--- src/hw/rtl/urb_pkg.sv ---
// Shared constants, operation codes and the command type for the UART byte queues.
// No dependencies; imported by every module of the block.
`timescale 1ns / 1ps

package urb_pkg;

	// Queue depths and derived widths
	localparam int RX_DEPTH  = 256;
	localparam int TX_DEPTH  = 256;
	localparam int RX_PTR_W  = $clog2(RX_DEPTH);
	localparam int RX_CNT_W  = $clog2(RX_DEPTH);
	localparam int TX_PTR_W  = $clog2(TX_DEPTH);
	localparam int TX_CNT_W  = $clog2(TX_DEPTH + 1);
	localparam int BYTE_W    = 8;
	localparam int OP_W      = 2;
	localparam int RX_FILL_W = 8;
	localparam int TX_FILL_W = 9;

	typedef logic [BYTE_W-1:0] byte_t;
	typedef logic [OP_W-1:0]   op_t;

	// Operation codes
	localparam op_t OP_RX_BYTE  = 2'd0;
	localparam op_t OP_TX_EMPTY = 2'd1;
	localparam op_t OP_TX_WRITE = 2'd2;
	localparam op_t OP_GET_CHAR = 2'd3;

	// Classified command handed from the front end to the executor
	typedef struct packed {
		op_t   op;
		logic  rx_drop;   // received byte carries a line error
		logic  txe;       // transmitter empty, transmit writes only
		byte_t data;
	} cmd_t;

endpackage

--- src/hw/rtl/urb_front.sv ---
// Front end: takes requests, classifies them and holds them in a two-entry queue.
// Depends on urb_pkg.
`timescale 1ns / 1ps

module urb_front
	import urb_pkg::*;
(
	input  logic  clk,
	input  logic  arst_n,
	input  logic  start,
	output logic  busy,
	input  op_t   op,
	input  byte_t data_byte,
	input  logic  line_error,
	input  logic  transmitter_empty,
	output logic  cmd_valid,
	output cmd_t  cmd
);

	localparam int QDEPTH = 2;
	localparam int QPTR_W = $clog2(QDEPTH);
	localparam int QCNT_W = $clog2(QDEPTH + 1);

	cmd_t              q_mem_q [QDEPTH];
	logic [QPTR_W-1:0] wr_ptr_q;
	logic [QPTR_W-1:0] rd_ptr_q;
	logic [QCNT_W-1:0] cnt_q;
	logic              push;
	logic              pop;
	cmd_t              cls;

	// Classify the incoming request
	always_comb begin
		cls.op      = op;
		cls.rx_drop = (op == OP_RX_BYTE) && line_error;
		cls.txe     = (op == OP_TX_WRITE) && transmitter_empty;
		cls.data    = data_byte;
	end

	assign busy      = (cnt_q == QCNT_W'(QDEPTH));
	assign push      = start && !busy;
	assign cmd_valid = (cnt_q != '0);
	assign pop       = cmd_valid;   // executor never stalls
	assign cmd       = q_mem_q[rd_ptr_q];

	// Queue storage
	always_ff @(posedge clk) begin
		if (push) begin
			q_mem_q[wr_ptr_q] <= cls;
		end
	end

	// Queue pointers and occupancy
	always_ff @(posedge clk or negedge arst_n) begin
		if (!arst_n) begin
			wr_ptr_q <= '0;
			rd_ptr_q <= '0;
			cnt_q    <= '0;
		end else begin
			if (push) begin
				wr_ptr_q <= (wr_ptr_q == QPTR_W'(QDEPTH - 1)) ? '0 : wr_ptr_q + 1'b1;
			end
			if (pop) begin
				rd_ptr_q <= (rd_ptr_q == QPTR_W'(QDEPTH - 1)) ? '0 : rd_ptr_q + 1'b1;
			end
			if (push && !pop) begin
				cnt_q <= cnt_q + 1'b1;
			end else if (pop && !push) begin
				cnt_q <= cnt_q - 1'b1;
			end
		end
	end

endmodule

--- src/hw/rtl/urb_back.sv ---
// Executor: owns both byte stores, pointers and counts; runs one command a cycle.
// Depends on urb_pkg; fed by urb_front.
`timescale 1ns / 1ps

module urb_back
	import urb_pkg::*;
(
	input  logic                 clk,
	input  logic                 arst_n,
	input  logic                 cmd_valid,
	input  cmd_t                 cmd,
	output logic                 done,
	output logic                 send_valid,
	output byte_t                send_byte,
	output logic                 read_valid,
	output byte_t                read_byte,
	output logic                 put_rejected,
	output logic [RX_FILL_W-1:0] rx_fill,
	output logic [TX_FILL_W-1:0] tx_fill,
	output logic                 rx_overflowed,
	output logic                 tx_irq_enabled
);

	// Byte stores
	byte_t rx_mem [RX_DEPTH];
	byte_t tx_mem [TX_DEPTH];
	byte_t rx_rd_q;
	byte_t tx_rd_q;

	// Queue state
	logic [RX_PTR_W-1:0] rx_wptr_q, rx_rptr_q, rx_wptr_d, rx_rptr_d;
	logic [RX_CNT_W-1:0] rx_cnt_q, rx_cnt_d;
	logic [TX_PTR_W-1:0] tx_wptr_q, tx_rptr_q, tx_wptr_d, tx_rptr_d;
	logic [TX_CNT_W-1:0] tx_cnt_q, tx_cnt_d;
	logic                ovf_q, ovf_d;
	logic                irq_q, irq_d;

	// Store strobes and result flags
	logic rx_we, rx_re, tx_we, tx_re;
	logic send_v, send_mem, read_v, rejected;

	// Result stage
	logic  done_s2, send_v_s2, send_mem_s2, read_v_s2, rejected_s2;
	byte_t data_s2;

	// Decide the effect of the command at the head of the queue
	always_comb begin
		rx_wptr_d = rx_wptr_q;
		rx_rptr_d = rx_rptr_q;
		rx_cnt_d  = rx_cnt_q;
		tx_wptr_d = tx_wptr_q;
		tx_rptr_d = tx_rptr_q;
		tx_cnt_d  = tx_cnt_q;
		ovf_d     = ovf_q;
		irq_d     = irq_q;
		rx_we     = 1'b0;
		rx_re     = 1'b0;
		tx_we     = 1'b0;
		tx_re     = 1'b0;
		send_v    = 1'b0;
		send_mem  = 1'b0;
		read_v    = 1'b0;
		rejected  = 1'b0;
		if (cmd_valid) begin
			unique case (cmd.op)
				OP_RX_BYTE: begin
					if (!cmd.rx_drop) begin
						rx_we     = 1'b1;
						rx_wptr_d = (rx_wptr_q == RX_PTR_W'(RX_DEPTH - 1)) ?
							'0 : rx_wptr_q + 1'b1;
						// a full wrap empties the queue and latches overflow
						if (rx_cnt_q == RX_CNT_W'(RX_DEPTH - 1)) begin
							rx_cnt_d = '0;
							ovf_d    = 1'b1;
						end else begin
							rx_cnt_d = rx_cnt_q + 1'b1;
						end
					end
				end
				OP_TX_EMPTY: begin
					if (tx_cnt_q != '0) begin
						tx_re     = 1'b1;
						send_v    = 1'b1;
						send_mem  = 1'b1;
						tx_cnt_d  = tx_cnt_q - 1'b1;
						tx_rptr_d = (tx_rptr_q == TX_PTR_W'(TX_DEPTH - 1)) ?
							'0 : tx_rptr_q + 1'b1;
					end else begin
						irq_d = 1'b0;
					end
				end
				OP_TX_WRITE: begin
					if (tx_cnt_q == TX_CNT_W'(TX_DEPTH)) begin
						rejected = 1'b1;
					end else if ((tx_cnt_q != '0) || !cmd.txe) begin
						tx_we     = 1'b1;
						tx_cnt_d  = tx_cnt_q + 1'b1;
						tx_wptr_d = (tx_wptr_q == TX_PTR_W'(TX_DEPTH - 1)) ?
							'0 : tx_wptr_q + 1'b1;
						irq_d     = 1'b1;
					end else begin
						// idle path: straight to the transmitter
						send_v = 1'b1;
						irq_d  = 1'b0;
					end
				end
				OP_GET_CHAR: begin
					if (rx_cnt_q != '0) begin
						rx_re     = 1'b1;
						read_v    = 1'b1;
						rx_cnt_d  = rx_cnt_q - 1'b1;
						rx_rptr_d = (rx_rptr_q == RX_PTR_W'(RX_DEPTH - 1)) ?
							'0 : rx_rptr_q + 1'b1;
					end
				end
				default: begin
				end
			endcase
		end
	end

	// Receive store, registered read
	always_ff @(posedge clk) begin
		if (rx_we) begin
			rx_mem[rx_wptr_q] <= cmd.data;
		end
		if (rx_re) begin
			rx_rd_q <= rx_mem[rx_rptr_q];
		end
	end

	// Transmit store, registered read
	always_ff @(posedge clk) begin
		if (tx_we) begin
			tx_mem[tx_wptr_q] <= cmd.data;
		end
		if (tx_re) begin
			tx_rd_q <= tx_mem[tx_rptr_q];
		end
	end

	// Pointers, counts and flags
	always_ff @(posedge clk or negedge arst_n) begin
		if (!arst_n) begin
			rx_wptr_q <= '0;
			rx_rptr_q <= '0;
			rx_cnt_q  <= '0;
			tx_wptr_q <= '0;
			tx_rptr_q <= '0;
			tx_cnt_q  <= '0;
			ovf_q     <= 1'b0;
			irq_q     <= 1'b1;
		end else begin
			rx_wptr_q <= rx_wptr_d;
			rx_rptr_q <= rx_rptr_d;
			rx_cnt_q  <= rx_cnt_d;
			tx_wptr_q <= tx_wptr_d;
			tx_rptr_q <= tx_rptr_d;
			tx_cnt_q  <= tx_cnt_d;
			ovf_q     <= ovf_d;
			irq_q     <= irq_d;
		end
	end

	// Result stage control
	always_ff @(posedge clk or negedge arst_n) begin
		if (!arst_n) begin
			done_s2     <= 1'b0;
			send_v_s2   <= 1'b0;
			read_v_s2   <= 1'b0;
			rejected_s2 <= 1'b0;
		end else begin
			done_s2     <= cmd_valid;
			send_v_s2   <= send_v;
			read_v_s2   <= read_v;
			rejected_s2 <= rejected;
		end
	end

	// Result stage payload
	always_ff @(posedge clk) begin
		send_mem_s2 <= send_mem;
		data_s2     <= cmd.data;
	end

	// Results; fills and flags are the state after the step
	assign done           = done_s2;
	assign send_valid     = send_v_s2;
	assign send_byte      = !send_v_s2 ? '0 : (send_mem_s2 ? tx_rd_q : data_s2);
	assign read_valid     = read_v_s2;
	assign read_byte      = read_v_s2 ? rx_rd_q : '0;
	assign put_rejected   = rejected_s2;
	assign rx_fill        = RX_FILL_W'(rx_cnt_q);
	assign tx_fill        = TX_FILL_W'(tx_cnt_q);
	assign rx_overflowed  = ovf_q;
	assign tx_irq_enabled = irq_q;

endmodule

--- src/hw/rtl/uart_rx_tx_ring_buffers.sv ---
// Top level of the UART receive and transmit byte queues.
// Depends on urb_pkg, urb_front and urb_back.
`timescale 1ns / 1ps

// Channel   Handshake        Payload
// request   start / busy     op, data_byte, line_error, transmitter_empty
// result    done (strobe)    send_valid, send_byte, read_valid, read_byte,
//                            put_rejected, rx_fill, tx_fill, rx_overflowed,
//                            tx_irq_enabled
//
// A taken request passes the command queue, then the result stage, to done.
// One request a cycle is sustained: the executor retires one command per cycle,
// limited by the single access to each byte store's port.
// busy stays low in operation: the executor pops the command queue every cycle,
// so the two-entry queue never holds more than one command.
// Reset is immediate; the byte stores need no clearing pass.
// The receiver cannot stall: done is high for exactly one cycle per request.

module uart_rx_tx_ring_buffers
	import urb_pkg::*;
(
	input  logic                 clk,
	input  logic                 arst_n,
	input  logic                 start,
	output logic                 busy,
	input  op_t                  op,
	input  byte_t                data_byte,
	input  logic                 line_error,
	input  logic                 transmitter_empty,
	output logic                 done,
	output logic                 send_valid,
	output byte_t                send_byte,
	output logic                 read_valid,
	output byte_t                read_byte,
	output logic                 put_rejected,
	output logic [RX_FILL_W-1:0] rx_fill,
	output logic [TX_FILL_W-1:0] tx_fill,
	output logic                 rx_overflowed,
	output logic                 tx_irq_enabled
);

	logic cmd_valid;
	cmd_t cmd;

	// Front end: accept and classify
	urb_front u_front (
		.clk               (clk),
		.arst_n            (arst_n),
		.start             (start),
		.busy              (busy),
		.op                (op),
		.data_byte         (data_byte),
		.line_error        (line_error),
		.transmitter_empty (transmitter_empty),
		.cmd_valid         (cmd_valid),
		.cmd               (cmd)
	);

	// Back end: execute against the queues
	urb_back u_back (
		.clk            (clk),
		.arst_n         (arst_n),
		.cmd_valid      (cmd_valid),
		.cmd            (cmd),
		.done           (done),
		.send_valid     (send_valid),
		.send_byte      (send_byte),
		.read_valid     (read_valid),
		.read_byte      (read_byte),
		.put_rejected   (put_rejected),
		.rx_fill        (rx_fill),
		.tx_fill        (tx_fill),
		.rx_overflowed  (rx_overflowed),
		.tx_irq_enabled (tx_irq_enabled)
	);

`ifndef ASSERT_OFF
	// Every accepted request is answered on done
	a_latency: assert property (@(posedge clk) disable iff (!arst_n)
		(start && !busy) |-> ##2 done)
		else $error("request not answered in two cycles");

	// A rejected put only happens with the transmit queue full
	a_reject_full: assert property (@(posedge clk) disable iff (!arst_n)
		(done && put_rejected) |-> (tx_fill == TX_FILL_W'(TX_DEPTH)))
		else $error("put rejected while transmit queue had room");

	// One operation cannot both send and read a byte
	a_one_path: assert property (@(posedge clk) disable iff (!arst_n)
		!(send_valid && read_valid))
		else $error("send and read in the same result");

	// Queuing a byte for transmit always arms the interrupt
	a_irq_on_queue: assert property (@(posedge clk) disable iff (!arst_n)
		(done && (tx_fill > $past(tx_fill))) |-> tx_irq_enabled)
		else $error("byte queued without transmit interrupt enabled");
`endif

endmodule

--- config.mk ---
export PLATFORM = sky130hd
export DESIGN_NAME = uart_rx_tx_ring_buffers
export DESIGN_NICKNAME = d
export VERILOG_FILES = /design/src/hw/rtl/urb_pkg.sv /design/src/hw/rtl/urb_front.sv /design/src/hw/rtl/urb_back.sv /design/src/hw/rtl/uart_rx_tx_ring_buffers.sv
export SDC_FILE = /design/constraint.sdc
export NUM_CORES = 2
export LEC_CHECK = 0
export BUFFER_PORTS_ARGS = -buffer_cell sky130_fd_sc_hd__buf_2
export CELL_PAD_IN_SITES_DETAIL_PLACEMENT = 0
export CELL_PAD_IN_SITES_GLOBAL_PLACEMENT = 1
export CORE_MARGIN = 1
export CORE_UTILIZATION = 40
export CTS_CLUSTER_SIZE = 25
export DETAILED_ROUTE_END_ITERATION = 12
export PLACE_DENSITY_LB_ADDON = 0.08
export SLEW_MARGIN = 25
export SYNTH_ARGS = -nofsm -noshare
export SYNTH_HDL_FRONTEND = slang
export SYNTH_HIERARCHICAL = 1
export SYNTH_MEMORY_MAX_BITS = 65536
export SYNTH_SLANG_ARGS = --single-unit
--- constraint.sdc ---
create_clock -name clk -period 5.2 [get_ports clk]
set_input_delay 1.04 -clock clk [delete_from_list [all_inputs] [get_ports clk]]
set_output_delay 1.04 -clock clk [all_outputs]
set_load 0.02 [all_outputs]
==> reports/results.ini <==
[outcome]
run_status = completed

[final_layout]
syn_to_final_growth_pct = 13.9
multi_input_area_um2 = 35100
instances_no_fill = 13900
drive_above_1_share_pct = 25.0
final_util_pct = 45.8
fill_cells = 34200
layout.area.seq_um2 = 126000
final_nets = 8123

[route]
drt_pass1_iterations = 5
via_count = 80500
vias_per_cell = 5.79
drc = 0
detail-route-antenna-nets = 0
wl_per_cell_um = 34.6
wirelength_mm = 480
first_iter_violations = 7616

[setup_path]
cp_num_buf_inv = 2
end_kind = register
start_kind = register
crit_fanout = 29
critPathTopFamily = compound AO/OA/AOI/OAI gates
crit_slowest_cell = dfrtp_4
arrival_ns = 5.28
worstSetupPathType = register to register
cp_data_required_time_ns = 5.88
path_cells = buf_12, buf_4, mux4_2, a221oi_1, o22ai_1, o41ai_1, o32ai_1
worst_path_largest_cell_delay_ns = 1.06

[clocking]
cts_tree = done
clockBufferDepth = 4
clock-sinks = 4204
cts_root_buf = clkbuf_16
htree_num_levels = 5
post_cts_resized = 0
clkLatencyLatePin_ns = 1.02
numCtsBuffers = 451
hold_buffers = 0
post_cts_buffers = 0
clk_pin_slew_worst_paths_ns = 0.06

[grt]
grt_pass1_vias = 83500
grt_max_degree = 147
grt_usage_pct = 23.3
overflow = 0
grt_pass1_wl_mm = 672
grt_antenna_before_repair = 13

[hold_path]
min_path_type = primary input to asynchronous set/reset pin

[logic_synthesis]
synth_edf_count = 4136
syn_inst = 7713
synth_nets = 7754
ys_ff_latch = 4204
synthArstFlopShare_pct = 1.40
synth_cell_types = 86
synth_area_um2 = 163000
yosysSeqAreaShare_pct = 77.2
synth_warnings = 6
ys.flop_type = edfxtp_1
avgSynthCellArea_um2 = 21.1

[timing]
worst_pin_slew_ns = 1.14
clock_skew_ns = 0.0578
hold_viol = 0
fmax_mhz = 217
finalSetupViolCount = 0
min_period_over_period_pct = 88.6
slew_headroom_pct = 23.8
grt_setup_unrepaired = false
tns_ns = 0
slew_viol_final = 0
period_needed_ns = 4.61

[die]
design.die.area_um2 = 410000
start_util_pct = 40.2
top_level_ports = 55
fp-row-count = 234
chipWidth_um = 640
die_height_um = 640
core_area_um2 = 406000

[pwr]
power_leakage_nw = 57.3
p_per_area_nw_per_um2 = 565
ir_drop_v = 0.000389

[place]
io_buffers = 54
dp.cells = 13100
gp_congestion = 0.829
hpwlAfterDp_mm = 296

[flow_run]
cap_violations = 0

-- registers in the layout, indices dropped and copies added (netlist names), 2 cells and up --
name	flops
u_back/rx_mem	2048
u_front/cnt_q	2
u_back/tx_mem	2048
u_back/rx_wptr_q	8
u_back/tx_rptr_q	8
u_back/tx_rd_q	8
u_back/tx_fill	9
u_back/tx_wptr_q	8
u_back/rx_fill	8
u_back/rx_rptr_q	8
u_back/rx_rd_q	8
u_front/q_mem_q	24
u_back/data_s2	8
-- per-layer routing --
layer	global-route usage [%]	vias up	routed length [um]
met3	2.81	669	22700
met2	40.1	2415	244000
met4	7.28	2	16400
met1	30.9	44200	197000
li1	-	33100	-
met5	0	-	12
-- cell type report --
| class | instances | area share (%) |
|---|---|---|
| clock inverter | 257 | 1.22 |
| antenna | 7 | 0.00943 |
| sequential | 4204 | 67.8 |
| clock buffer | 572 | 6.45 |
| timing repair buffer | 385 | 1.90 |
| tap | 5428 | 3.66 |
| multi-input combinational | 3009 | 18.9 |
| inverter | 31 | 0.0640 |
-- final timing paths --
kind / from / to / slack (ns) / cells after the start
worst max-delay path: u_back/tx_rptr_q[0] / u_back/tx_rd_q[4] / 0.59 / 7
worst min-delay path: arst_n / u_front/rd_ptr_q / 0.12 / 1
worst max register to register: u_back/tx_rptr_q[0] / u_back/tx_rd_q[4] / 0.59 / 7
worst min register to register: u_back/rx_overflowed / u_back/rx_overflowed / 0.48 / 1
max in group asynchronous: arst_n / u_back/rx_rptr_q[0] / 4.12 / 2
min in group clk: data_byte[2] / u_front/q_mem_q[1][2] / 0.25 / 1
-- power breakdown --
group / leakage (nW) / internal [mW] / switching [mW]
clock network: 6.96 / 17.9 / 13.2
logic: 12.3 / 11.0 / 19.9
registers: 38.0 / 41.9 / 0.958
total: 57.3 / 70.8 / 34.1
-- metrics by stage --
step | cell area [um2] | total power [mW] | setup WS [ns] | hold slack [ns]
5_1_grt | 186000 | 108 | 0.501 | 0.123
3_3_place_gp | 171000 | 74.6 | 0.348 | 0.461
6_report | 186000 | 105 | 0.591 | 0.122
2_1_floorplan | 163000 | 61.7 | 0.299 | 0.461
4_1_cts | 186000 | 106 | 0.545 | 0.0726
3_5_place_dp | 171000 | 75.0 | 0.550 | 0.462
-- cell usage in the layout (no fill, tap or decap), types with 22 or more instances in the layout --
cell and count:
nand3_2 33, buf_2 54, and2_1 22, nor2_1 526, clkbuf_16 459, a22o_1 64, clkinv_1 102, o21ai_0 88
a22oi_1 205, nor3_1 22, edfxtp_1 4136, mux4_2 968, buf_4 269, dfrtp_1 49, o22ai_1 40, xnor2_1 23
buf_12 61, inv_1 27, a21oi_1 131, nand2_1 139, mux2i_1 209, nor2b_1 31, a221oi_1 95, clkbuf_1 106
nor2_2 41, ha_1 25, clkinv_2 84, nand3_1 51, o221ai_1 25, bufinv_16 34
-- worst register-to-register path: stages, from the launching register on --
cell and delay (ns):
dfrtp_4 1.06, buf_12 0.41, buf_4 0.34, mux4_2 0.58
a221oi_1 0.47, o22ai_1 0.40, o41ai_1 0.90, o32ai_1 0.16
-- cell usage after synthesis, types with 8 or more instances --
cell type  count  area share (%)
edfxtp_1    4136              76
clkbuf_1     250            0.58
nor4_1        15           0.058
nor2b_1       37            0.14
a31oi_1       15           0.058
o31ai_1        8           0.037
mux4_2       968              13
xnor2_1       23            0.12
mux2_4         9           0.083
nor2_1       569             1.3
mux2_2        12           0.083
o211ai_1       9           0.041
nand2b_1       8           0.031
a211oi_1      13           0.060
o22ai_1       40            0.15
buf_1         24           0.055
nand2_1      141            0.32
a22o_1        64            0.34
o21ai_0       89            0.27
a22oi_1      205            0.94
a21oi_1      131            0.40
nand3_1       84            0.26
o221ai_1      25            0.13
dfrtp_1       58            0.89
or3_1          8           0.031
nand4_1       17           0.065
buf_2        103            0.32
dfxtp_1        9            0.11
a221oi_1      95            0.51
nor3_1        22           0.068
and2_1        24           0.092
and3_1        11           0.042
ha_1          25            0.19
buf_6         36            0.25
mux2i_1      209             1.3
buf_4         51            0.23
a32oi_1       14           0.075
inv_1         27           0.062
-- logic make-up after synthesis --
logic type | Yosys count | synth area share (%)
buf+inv | 500 | 1.55
compound gates | 789 | 3.48
flops | 4204 | 77.2
simple gates | 966 | 2.57
fa+ha+maj | 26 | 0.204
xor+xnor | 30 | 0.161
mux | 1198 | 14.8
Note: power is estimated with default switching activity, not from simulation.
